## src/design/unique_value_set_table_unit_macros.svh

```systemverilog
// Assertion macros for the set table RTL.
`ifndef UNIQUE_VALUE_SET_TABLE_UNIT_MACROS_SVH
`define UNIQUE_VALUE_SET_TABLE_UNIT_MACROS_SVH

`ifndef SYNTHESIS

`define UVST_ASSERT_IMPLIES(label, clk, rst_n, ante, cons) \
    label: assert property (@(posedge clk) disable iff (!rst_n) (ante) |-> (cons)) \
        else $error("uvst: same-cycle check failed");

`define UVST_ASSERT_NEXT(label, clk, rst_n, ante, cons) \
    label: assert property (@(posedge clk) disable iff (!rst_n) (ante) |=> (cons)) \
        else $error("uvst: next-cycle check failed");

`else

`define UVST_ASSERT_IMPLIES(label, clk, rst_n, ante, cons)
`define UVST_ASSERT_NEXT(label, clk, rst_n, ante, cons)

`endif

`endif

```

## src/design/uvst_pkg.sv

```systemverilog
// Package with sizes, codes and cell control types for the set table.
package uvst_pkg;

    localparam int CAPACITY = 16;
    localparam int IDX_W    = 4;
    localparam int CNT_W    = 5;
    localparam int VAL_W    = 32;
    localparam int SUM_W    = 36;
    localparam int ACT_W    = 2;
    localparam int STAT_W   = 2;

    localparam logic [ACT_W-1:0] ACT_FIND   = 2'd0;
    localparam logic [ACT_W-1:0] ACT_ADD    = 2'd1;
    localparam logic [ACT_W-1:0] ACT_REMOVE = 2'd2;

    localparam logic [STAT_W-1:0] STAT_OK          = 2'd0;
    localparam logic [STAT_W-1:0] STAT_DUPLICATE   = 2'd1;
    localparam logic [STAT_W-1:0] STAT_NOT_PRESENT = 2'd2;
    localparam logic [STAT_W-1:0] STAT_FULL        = 2'd3;

    typedef enum logic [1:0] {
        ST_IDLE,
        ST_COMPARE,
        ST_DECIDE
    } state_t;

    // Signals sent to every cell alike.
    typedef struct packed {
        logic             cmp_en;
        logic [VAL_W-1:0] key;
    } cell_bcast_t;

    // Per-cell load selects.
    typedef struct packed {
        logic load_key;
        logic load_next;
    } cell_sel_t;

endpackage

```

## src/design/uvst_cell.sv

```systemverilog
// One table cell: holds an entry, compares it with the key, shifts from its neighbor.
module uvst_cell (
    input  logic                      clk,
    input  logic                      rst_n,
    input  uvst_pkg::cell_bcast_t     bcast,
    input  uvst_pkg::cell_sel_t       sel,
    input  logic                      occupied,
    input  logic [uvst_pkg::VAL_W-1:0] next_entry,
    output logic [uvst_pkg::VAL_W-1:0] entry,
    output logic                      hit
);
    import uvst_pkg::*;

    logic [VAL_W-1:0] entry_reg;
    logic [VAL_W-1:0] entry_next;
    logic             hit_reg;
    logic             hit_next;

    always_comb
    begin
        entry_next = entry_reg;
        if (sel.load_key)
        begin
            entry_next = bcast.key;
        end
        else if (sel.load_next)
        begin
            entry_next = next_entry;
        end
    end

    always_comb
    begin
        hit_next = hit_reg;
        if (bcast.cmp_en)
        begin
            hit_next = occupied && (entry_reg == bcast.key);
        end
    end

    always_ff @(posedge clk)
    begin
        entry_reg <= entry_next;
    end

    always_ff @(posedge clk or negedge rst_n)
    begin
        if (!rst_n)
        begin
            hit_reg <= 1'b0;
        end
        else
        begin
            hit_reg <= hit_next;
        end
    end

    assign entry = entry_reg;
    assign hit   = hit_reg;

endmodule

```

## src/design/unique_value_set_table_unit.sv

```systemverilog
// Top level of the set table: control sequencer, row of cells, count and total.
//
// The block keeps up to sixteen distinct signed Q16.16 values in insertion
// order together with their 36-bit sum. An input item (action, item_value) is
// taken when in_valid is high and in_stall is low; action 0 finds, 1 adds the
// value if absent, 2 removes it if present, and 3 acts as a find.
// Every item gives exactly one result item on the output channel: status,
// position, entry_count and total, taken when out_valid is high and out_stall
// is low.
// An item passes a compare step, where every cell compares its entry with the key,
// and an update step, where the single hit is encoded and the table is updated;
// a remove moves all later entries down one cell in that same step. The result is
// registered, and the next item can be taken once the block is back in idle.
// The result sits in an output register; a stalled receiver holds the block in
// its update step until that register is free, and in_stall stays high.
// Reset empties the table and clears the total at once.
`include "unique_value_set_table_unit_macros.svh"

module unique_value_set_table_unit (
    input  logic                               clk,
    input  logic                               rst_n,
    input  logic                               in_valid,
    output logic                               in_stall,
    input  logic [uvst_pkg::ACT_W-1:0]         action,
    input  logic signed [uvst_pkg::VAL_W-1:0]  item_value,
    output logic                               out_valid,
    input  logic                               out_stall,
    output logic [uvst_pkg::STAT_W-1:0]        status,
    output logic [uvst_pkg::IDX_W-1:0]         position,
    output logic [uvst_pkg::CNT_W-1:0]         entry_count,
    output logic signed [uvst_pkg::SUM_W-1:0]  total
);
    import uvst_pkg::*;

    state_t state_reg;
    state_t state_next;

    logic [ACT_W-1:0]  action_reg;
    logic [VAL_W-1:0]  key_reg;
    logic [CNT_W-1:0]  count_reg;
    logic [CNT_W-1:0]  count_next;
    logic [SUM_W-1:0]  sum_reg;
    logic [SUM_W-1:0]  sum_next;

    logic              out_valid_reg;
    logic              out_valid_next;
    logic [STAT_W-1:0] status_reg;
    logic [STAT_W-1:0] status_next;
    logic [IDX_W-1:0]  position_reg;
    logic [IDX_W-1:0]  position_next;

    logic              accept;
    logic              cmp_en;
    logic              commit;
    logic              add_ok;
    logic              rem_ok;
    logic              found;
    logic [IDX_W-1:0]  hit_pos;
    logic [SUM_W-1:0]  key_wide;

    cell_bcast_t       bcast;
    cell_sel_t         sel [CAPACITY];
    logic [VAL_W-1:0]  entry [CAPACITY];
    logic [VAL_W-1:0]  nbr_entry [CAPACITY];
    logic [CAPACITY-1:0] hit_vec;
    logic [CAPACITY-1:0] occupied;

    assign accept = in_valid && !in_stall;

    // Next state.
    always_comb
    begin
        state_next = state_reg;
        case (state_reg)
            ST_IDLE:
            begin
                if (in_valid)
                begin
                    state_next = ST_COMPARE;
                end
            end
            ST_COMPARE:
            begin
                state_next = ST_DECIDE;
            end
            ST_DECIDE:
            begin
                if (!out_valid_reg || !out_stall)
                begin
                    state_next = ST_IDLE;
                end
            end
            default:
            begin
                state_next = ST_IDLE;
            end
        endcase
    end

    // State outputs.
    always_comb
    begin
        in_stall = 1'b1;
        cmp_en   = 1'b0;
        commit   = 1'b0;
        case (state_reg)
            ST_IDLE:
            begin
                in_stall = 1'b0;
            end
            ST_COMPARE:
            begin
                cmp_en = 1'b1;
            end
            ST_DECIDE:
            begin
                commit = !out_valid_reg || !out_stall;
            end
            default:
            begin
                in_stall = 1'b1;
            end
        endcase
    end

    assign bcast.cmp_en = cmp_en;
    assign bcast.key    = key_reg;

    // Values in the table are distinct, so at most one cell hits.
    always_comb
    begin
        hit_pos = '0;
        for (int i = 0; i < CAPACITY; i++)
        begin
            if (hit_vec[i])
            begin
                hit_pos = hit_pos | IDX_W'(i);
            end
        end
    end

    assign found    = |hit_vec;
    assign key_wide = {{(SUM_W - VAL_W){key_reg[VAL_W-1]}}, key_reg};

    // Result and update of count and total.
    always_comb
    begin
        add_ok        = 1'b0;
        rem_ok        = 1'b0;
        status_next   = STAT_OK;
        position_next = '0;
        case (action_reg)
            ACT_ADD:
            begin
                if (found)
                begin
                    status_next   = STAT_DUPLICATE;
                    position_next = hit_pos;
                end
                else if (count_reg == CNT_W'(CAPACITY))
                begin
                    status_next = STAT_FULL;
                end
                else
                begin
                    add_ok        = 1'b1;
                    position_next = count_reg[IDX_W-1:0];
                end
            end
            ACT_REMOVE:
            begin
                if (found)
                begin
                    rem_ok        = 1'b1;
                    position_next = hit_pos;
                end
                else
                begin
                    status_next = STAT_NOT_PRESENT;
                end
            end
            default:
            begin
                if (found)
                begin
                    position_next = hit_pos;
                end
                else
                begin
                    status_next = STAT_NOT_PRESENT;
                end
            end
        endcase
    end

    always_comb
    begin
        count_next = count_reg;
        sum_next   = sum_reg;
        if (commit && add_ok)
        begin
            count_next = count_reg + 1'b1;
            sum_next   = sum_reg + key_wide;
        end
        else if (commit && rem_ok)
        begin
            count_next = count_reg - 1'b1;
            sum_next   = sum_reg - key_wide;
        end
    end

    always_comb
    begin
        out_valid_next = out_valid_reg;
        if (commit)
        begin
            out_valid_next = 1'b1;
        end
        else if (!out_stall)
        begin
            out_valid_next = 1'b0;
        end
    end

    for (genvar i = 0; i < CAPACITY; i++)
    begin : g_cell
        assign occupied[i]      = CNT_W'(i) < count_reg;
        assign sel[i].load_key  = commit && add_ok && (count_reg == CNT_W'(i));
        assign sel[i].load_next = commit && rem_ok && (IDX_W'(i) >= hit_pos);

        if (i == CAPACITY - 1)
        begin : g_last
            assign nbr_entry[i] = entry[i];
        end
        else
        begin : g_inner
            assign nbr_entry[i] = entry[i+1];
        end

        uvst_cell u_cell (
            .clk        (clk),
            .rst_n      (rst_n),
            .bcast      (bcast),
            .sel        (sel[i]),
            .occupied   (occupied[i]),
            .next_entry (nbr_entry[i]),
            .entry      (entry[i]),
            .hit        (hit_vec[i])
        );
    end

    always_ff @(posedge clk or negedge rst_n)
    begin
        if (!rst_n)
        begin
            state_reg     <= ST_IDLE;
            count_reg     <= '0;
            sum_reg       <= '0;
            out_valid_reg <= 1'b0;
        end
        else
        begin
            state_reg     <= state_next;
            count_reg     <= count_next;
            sum_reg       <= sum_next;
            out_valid_reg <= out_valid_next;
        end
    end

    always_ff @(posedge clk)
    begin
        if (accept)
        begin
            action_reg <= action;
            key_reg    <= item_value;
        end
        if (commit)
        begin
            status_reg   <= status_next;
            position_reg <= position_next;
        end
    end

    assign out_valid   = out_valid_reg;
    assign status      = status_reg;
    assign position    = position_reg;
    assign entry_count = count_reg;
    assign total       = $signed(sum_reg);

    `UVST_ASSERT_IMPLIES(a_count_bound, clk, rst_n, 1'b1, count_reg <= CNT_W'(CAPACITY))
    `UVST_ASSERT_IMPLIES(a_single_hit, clk, rst_n, state_reg == ST_DECIDE, $onehot0(hit_vec))
    `UVST_ASSERT_NEXT(a_accept_compare, clk, rst_n, accept, state_reg == ST_COMPARE)
    `UVST_ASSERT_NEXT(a_result_drain, clk, rst_n, out_valid && !out_stall && !commit, !out_valid)
    `UVST_ASSERT_NEXT(a_remove_count, clk, rst_n, commit && rem_ok, count_reg == $past(count_reg) - 1'b1)

endmodule

```

## config.mk

```make
export PLATFORM = sky130hd
export DESIGN_NAME = unique_value_set_table_unit
export DESIGN_NICKNAME = d
export VERILOG_FILES = /design/src/design/uvst_pkg.sv /design/src/design/uvst_cell.sv /design/src/design/unique_value_set_table_unit.sv
export VERILOG_INCLUDE_DIRS = /design/src /design/src/design
export SDC_FILE = /design/constraint.sdc
export NUM_CORES = 1
export LEC_CHECK = 0
export BUFFER_PORTS_ARGS = -buffer_cell sky130_fd_sc_hd__buf_4
export CAP_MARGIN = 20
export CELL_PAD_IN_SITES_DETAIL_PLACEMENT = 0
export CELL_PAD_IN_SITES_GLOBAL_PLACEMENT = 1
export CORE_ASPECT_RATIO = 0.7
export CORE_MARGIN = 2
export CORE_UTILIZATION = 53
export CTS_CLUSTER_DIAMETER = 50
export CTS_CLUSTER_SIZE = 20
export DETAILED_ROUTE_END_ITERATION = 16
export GPL_TIMING_DRIVEN = 0
export PLACE_DENSITY = 0.86
export SLEW_MARGIN = 20
export SYNTH_ARGS = -nofsm -noshare
export SYNTH_HDL_FRONTEND = slang
export SYNTH_SLANG_ARGS = --single-unit
```

## constraint.sdc

```tcl
create_clock -name clk -period 6.4 [get_ports clk]
set_clock_uncertainty 0.1 [all_clocks]
set_input_delay 0.64 -clock clk [delete_from_list [all_inputs] [get_ports clk]]
set_output_delay 0.64 -clock clk [all_outputs]
set_load 0.1 [all_outputs]
```

==> results of run 1 <==
## through the flow
stage | utilization, % | setup TNS, ns | hold slack [ns] | instance area, um2
floorplan | - | 0 | 0.244 | 33800
global placement | 56.2 | -26.16 | 0.329 | 35500
detailed placement | 56.7 | -7.65 | 0.334 | 35800
CTS | 59.6 | 0 | 0.0471 | 37600
global route | 59.8 | -0.174 | 0.0699 | 37700
finish | 59.8 | 0 | 0.0145 | 37700
## layer usage
layer | vias to the layer above | wire [um] | global-route usage (%) | part of all wire [%]
met2 | 1432 | 44200 | 44.7 | 37
met1 | 11800 | 53000 | 53.9 | 44
met5 | - | 216 | 2.11 | 0.18
met4 | 6 | 1160 | 4.25 | 0.96
met3 | 102 | 22100 | 22.4 | 18
li1 | 9927 | - | - | -
## kinds of logic after synthesis
family | Yosys count | share of synthesized area (%)
xor gates and xnor gates | 573 | 14.9
DFF | 612 | 53.5
muxes | 459 | 15.3
buffers and inverters | 224 | 2.74
adders and majority gates | 42 | 1.58
and+or+nand+nor | 464 | 7.56
AOI/OAI and AO/OA | 243 | 4.46
## report_power, final
group          total [W]  switching, W  internal [W]
combinational    0.00461       0.00341       0.00120
clock            0.00348       0.00173       0.00175
sequential       0.00472      0.000191       0.00453
## final timing paths
check	end	slack [ns]	depth (start not counted)
max	total[31]	0.07	17
max reg2reg	total[31]	0.07	17
min reg2reg	g_cell[15].u_cell.entry[9]	0.34	0
min in group clk	action_reg[0]	0.07	1
max in group asynchronous	g_cell[13].u_cell.hit	5.52	1
min	total[6]	0.01	1
## Yosys cell counts (4+ instances only)
master	instances
mux2_2	391
a211oi_1	5
nand2b_1	9
buf_4	5
ha_1	41
o41ai_1	4
edfxtp_1	552
o211ai_1	5
o31ai_1	14
nand2_1	114
nand4_1	69
nand3_1	21
mux2_1	64
or2_2	6
xor2_1	346
buf_1	27
o21bai_1	7
a31oi_1	9
nor2b_1	8
inv_1	19
mux2i_1	4
clkbuf_1	130
or4_1	6
nor4_1	92
nor3_1	31
nand2_2	7
or3_1	6
dfrtp_1	60
a21o_1	20
and2_1	9
o2111ai_1	6
a22o_1	5
o21a_1	7
and3_1	6
o21ai_0	81
buf_2	40
a21oi_1	61
nor2_1	56
a2111oi_0	5
xnor2_1	227
## worst register-to-register path: stages, from the launching register on
cell,delay [ns]
edfxtp_1,0.53
buf_1,0.44
buf_2,0.39
clkinvlp_4,0.28
ha_1,0.30
nand3b_1,0.43
or3_1,0.59
o41ai_1,0.37
xnor2_1,0.18
ha_1,0.56
and2_1,0.24
nand3_1,0.09
a21oi_1,0.38
o2111ai_1,0.48
a21oi_2,0.41
o211ai_1,0.17
mux2i_1,0.16
nor3_1,0.16
## area by class of cell
cell class / instances / area, um2
fill: 4981 / 25400
sequential: 612 / 18100
multi-input combinational: 1781 / 15000
clock buffer: 56 / 1340
tap: 829 / 1040
timing repair buffer: 101 / 912
buffer: 202 / 855
clock inverter: 39 / 450
inverter: 20 / 78.8
antenna: 2 / 5.00
## what timing repair did
action                     CTS  global route
resized for setup           13             6
setup endpoints to repair   17            16
setup buffers                0             4
pin swaps                    0             0
==> metrics.txt, run 1 <==
outcome=complete, no violations; delay-heaviest family, CP=compound AO/OA/AOI/OAI gates; Routed Antenna Nets=0; Num CTS Buffers=51; most common cell after layout, fill and taps aside=edfxtp_1; Seq/Total Area, Yosys=a little over half; HP Class=input pin to asynchronous set/reset pin; initial core utilization=between 50% and 60%; clock-pin slew on the worst setup and hold paths=around 0.08 ns; # rows=77; r2r startpoint=key_reg[1]; post-synthesis cell type count=about 70; CTS tree=yes; Die X=just over 300 um; crit end category=flop; vias in the first global route=roughly 22,000; synth top area cells=edfxtp_1 (49%), mux2_2 (13%), xor2_1 (9.0%); die area=between 60,000 and 70,000 um2; Final HPWL DP=approximately 100,000 um; Vias=23,300; Yosys Warn Count=0; final worst path period share=between 90 and 100%; Vias/cell=between 6 and 7; EDFF count, synth=roughly 550; final setup violation count=0; Total GRT Usage=between 30% and 40%; Initial DRC Count=between 3,000 and 4,000; Post-Synthesis Cells=approximately 2,600; Critical Path Max Stage Delay=roughly 0.58 ns; Routed WL=121,000 um; mean post-synth cell area=roughly 13 um2; PortBufs=86; root buf cell=clkbuf_16; Area growth, synth to finish=11.7%; fin cells=3,642; cell mode on critical path=ha_1; max cap viols=0; crit path from=key_reg[1]; Critical Path, Cell by Cell=buf_1 -> buf_2 -> clkinvlp_4 -> ha_1 -> nand3b_1 -> or3_1 -> o41ai_1 -> xnor2_1 -> ha_1 -> and2_1 -> nand3_1 -> a21oi_1 -> o2111ai_1 -> a21oi_2 -> o211ai_1 -> mux2i_1 -> nor3_1; Hold Fails Final Rpt=0; unrepaired setup endpoints after global routing=true; clk sink count=slightly above 600; Pwr Total=~0.013 W; critical path start-end classification=flop to flop; Fmax=~160 MHz; Setup Slack @ Placement=-0.788 ns; cts hold-fix bufs=0; crit path max fanout=15; Post-synth ARST share=approximately a tenth; leakage power=about 13 nW; Tmin final=roughly 6.3 ns; worst path arrival time=between 6 and 7 ns; max-slew violations=0; Die Y=215 um; CP required=between 6 and 7 ns; maximum vdd ir drop=between 0.0002 and 0.0003 V; mean routed wirelength per cell=around 33 um; Synth Register Bits=between 600 and 700; I/O pin cnt=just under 90; drt drc=0; Mapped Area=33,800 um2; initial antenna violation count=4; area of the core=63,100 um2; Pwr Density=roughly 340 nW/um2; Synth top area share=approximately half; Buffers & Inverters on Critical Path=3; Setup WS post-layout=roughly 0.07 ns; slew margin rel.=between 20% and 30%; H-tree depth=2; largest net degree at the start of global routing=61; Largest register FFs=about 500; total gr overflow=0; Synth Net Count=approximately 2,700; first-pass GRT wire length=between 150,000 and 200,000 um; share of layout cells above drive strength 1=between 20% and 30%; Worst setup SP type=flop; Clock Path Buffers=3; highest-count cells in the layout ignoring fill and taps=edfxtp_1 (552), mux2_2 (391), xor2_1 (346); Initial DRT Pass Iterations=6; Layout Nets=approximately 2,800; Clock Latency Late Sink=~0.65 ns; top_reg_cell synth=edfxtp_1; top cell type by total area after synthesis=edfxtp_1; Placer Congestion=about 1; slowest CP cell=or3_1; Placed Cells=~3,500; Slew @ Worst Pin=around 1.2 ns
No activity file was read; power rests on OpenSTA's default activity.
==> run 2, diff against run 1 <==
--- a/config.mk
+++ b/config.mk
@@ -12,12 +12,12 @@
 export CELL_PAD_IN_SITES_GLOBAL_PLACEMENT = 1
 export CORE_ASPECT_RATIO = 0.7
 export CORE_MARGIN = 2
-export CORE_UTILIZATION = 53
+export CORE_UTILIZATION = 48
 export CTS_CLUSTER_DIAMETER = 50
 export CTS_CLUSTER_SIZE = 20
 export DETAILED_ROUTE_END_ITERATION = 16
 export GPL_TIMING_DRIVEN = 0
-export PLACE_DENSITY = 0.86
+export PLACE_DENSITY = 0.82
 export SLEW_MARGIN = 20
 export SYNTH_ARGS = -nofsm -noshare
 export SYNTH_HDL_FRONTEND = slang
==> constraint.sdc (replaced) <==
create_clock -name clk -period 5.2 [get_ports clk]
set_clock_uncertainty 0.1 [all_clocks]
set_input_delay 0.52 -clock clk [delete_from_list [all_inputs] [get_ports clk]]
set_output_delay 0.52 -clock clk [all_outputs]
set_load 0.1 [all_outputs]
==> metrics.txt, run 2 (synthesized netlist as in run 1, its figures left out) <==
clock-pin slew on the worst setup and hold paths=0.07 ns; critical path start-end classification=flop to flop; Worst setup SP type=flop; Routed Antenna Nets=0; RR Endpoint=total[34]; Slew @ Worst Pin=approximately 1.3 ns; r2r setup slk=about 0.08 ns; Area growth, synth to finish=15.2%; Tmin final=roughly 5 ns; H-tree depth=2; Num CTS Buffers=59; Pwr Density=approximately 420 nW/um2; cell mode on critical path=buf_4; share of layout cells above drive strength 1=between 20 and 30%; Clock Latency Late Sink=roughly 0.67 ns; Placer Congestion=1.01; maximum vdd ir drop=approximately 0.00032 V; Die Y=approximately 230 um; worst reg2reg path depth=18; drt drc=0; r2r startpoint=key_reg[0]; Setup WS post-layout=around 0.080 ns; crit path from=key_reg[0]; leakage power=between 10 and 15 nW; Layout Nets=2,913; Initial DRC Count=3,573; most common cell after layout, fill and taps aside=edfxtp_1; highest-count cells in the layout ignoring fill and taps=edfxtp_1 (552), mux2_2 (391), xor2_1 (346); outcome=complete, no violations; Hold Fails Final Rpt=0; worst path arrival time=5.58 ns; Final HPWL DP=100,000 um; # rows=slightly above 80; slowest CP cell=edfxtp_1; first-pass GRT wire length=169,000 um; Total GRT Usage=about a third; max-slew violations=0; Critical Path, Cell by Cell=buf_4 -> buf_4 -> clkinvlp_4 -> ha_2 -> nand3b_1 -> buf_4 -> or3_1 -> o41ai_2 -> xnor2_1 -> ha_2 -> inv_1 -> o21bai_1 -> a2111o_1 -> a41oi_2 -> o21a_1 -> o21ai_2 -> and4_1 -> nor3_1; Buffers & Inverters on Critical Path=5; dpl cell area=roughly 36,000 um2; total gr overflow=0; Clock Path Buffers=3; Vias/cell=6.24; CP required=about 5.7 ns; Vias=23,700; Setup Slack @ Placement=-1.87 ns; initial core utilization=about half; I/O pin cnt=between 80 and 90; Fillers=5,842; slew margin rel.=between 15 and 20%; CTS tree=yes; Die X=321 um; PortBufs=86; Fmax=between 150 and 200 MHz; FF+latch area=approximately 18,000 um2; area of the core=~70,000 um2; max cap viols=0; root buf cell=clkbuf_16; clk sink count=a little over 600; crit end category=flop; mean routed wirelength per cell=32.7 um; area of the multi-input gates=15,200 um2; Initial DRT Pass Iterations=7; crit path max fanout=11; Largest register FFs=approximately 510; final setup violation count=0; vias in the first global route=21,900; Core Util, Final=a little under three fifths; Design Area, Final=slightly below 40,000 um2; CP Depth=18; Routed WL=roughly 120,000 um; initial antenna violation count=2; final worst path period share=a little over nine tenths; Critical Path Max Stage Delay=0.53 ns; die area=around 73,000 um2; HP Class=input pin to flop; Setup crit end=total[34]; largest net degree at the start of global routing=61; delay-heaviest family, CP=compound AO/OA/AOI/OAI gates
==> run 2: changes by cell type in the layout (fill, tap and decap cells not counted), moves of 4 or more <==
| cell | previous run | this run |
|---|---|---|
| nor4_2 | 8 | 4 |
| buf_4 | 96 | 130 |
| ha_1 | 41 | 37 |
| dlygate4sd3_1 | 0 | 35 |
| clkbuf_16 | 53 | 61 |
| clkbuf_1 | 131 | 116 |
| clkinv_8 | 3 | 11 |
| o21ai_0 | 74 | 70 |
| nor4_4 | 2 | 7 |
==> run 2: final cells by class <==
cell class	count	area share, %
inverters	20	0.212
clock inverters	46	1.37
well taps	913	2.93
clock buffers	63	3.97
diodes	1	0.00643
multi-input cells	1781	39.0
repair inverters	1	0.0129
repair buffers	165	3.84
plain buffers	193	2.20
flip-flops and latches	612	46.4
==> run 2: per-layer routing <==
layer  vias up  track usage (%)  share of wire (%)
met5         -                0              0.010
met4         2             5.26                1.4
met3       109             15.2                 16
met2      1367             42.0                 37
met1     12100             52.9                 46
li1      10100                -                  -
==> run 2: worst min-delay path by stage <==
stage                     from                         end  slack [ns]  cells after the start
finish               out_stall                   out_valid        0.04                      3
global route         out_stall                   out_valid        0.06                      3
CTS                  out_stall                   out_valid        0.01                      3
detailed placement  key_reg[9]  g_cell[15].u_cell.entry[9]        0.33                      0
global placement    key_reg[9]  g_cell[15].u_cell.entry[9]        0.33                      0
floorplan                rst_n              entry_count[0]        0.12                      0
==> run 2: what timing repair did <==
action	4_1_cts	5_1_grt
resized for setup	59	31
pin swaps	6	3
gates cloned	0	1
setup endpoints to repair	30	17
setup buffers	16	13
hold endpoints to repair	94	0
hold buffers	35	0
==> run 2: report_power, final <==
part | internal, W | switching, W
registers | 0.00557 | 0.000271
logic | 0.00160 | 0.00427
clock network | 0.00234 | 0.00233
==> run 2: worst min-delay path, delay by kind of cell <==
kind	cells	cell delay (ns)
AND/OR/NAND/NOR	2	0.13
buffers and inverters	1	0.08
==> run 2: per-stage QoR <==
step / instances / hold WS (ns) / setup TNS, ns / power, W
final: 3795 / 0.0375 / 0 / 0.0164
after global routing: 3794 / 0.0556 / -0.0575 / 0.0168
after CTS: 3785 / 0.00977 / 0 / 0.0162
after detailed placement: 3631 / 0.329 / -34.90 / 0.0114
after global placement: 3616 / 0.327 / -286.17 / 0.0113
after floorplan: 2617 / 0.124 / 0 / 0.00952
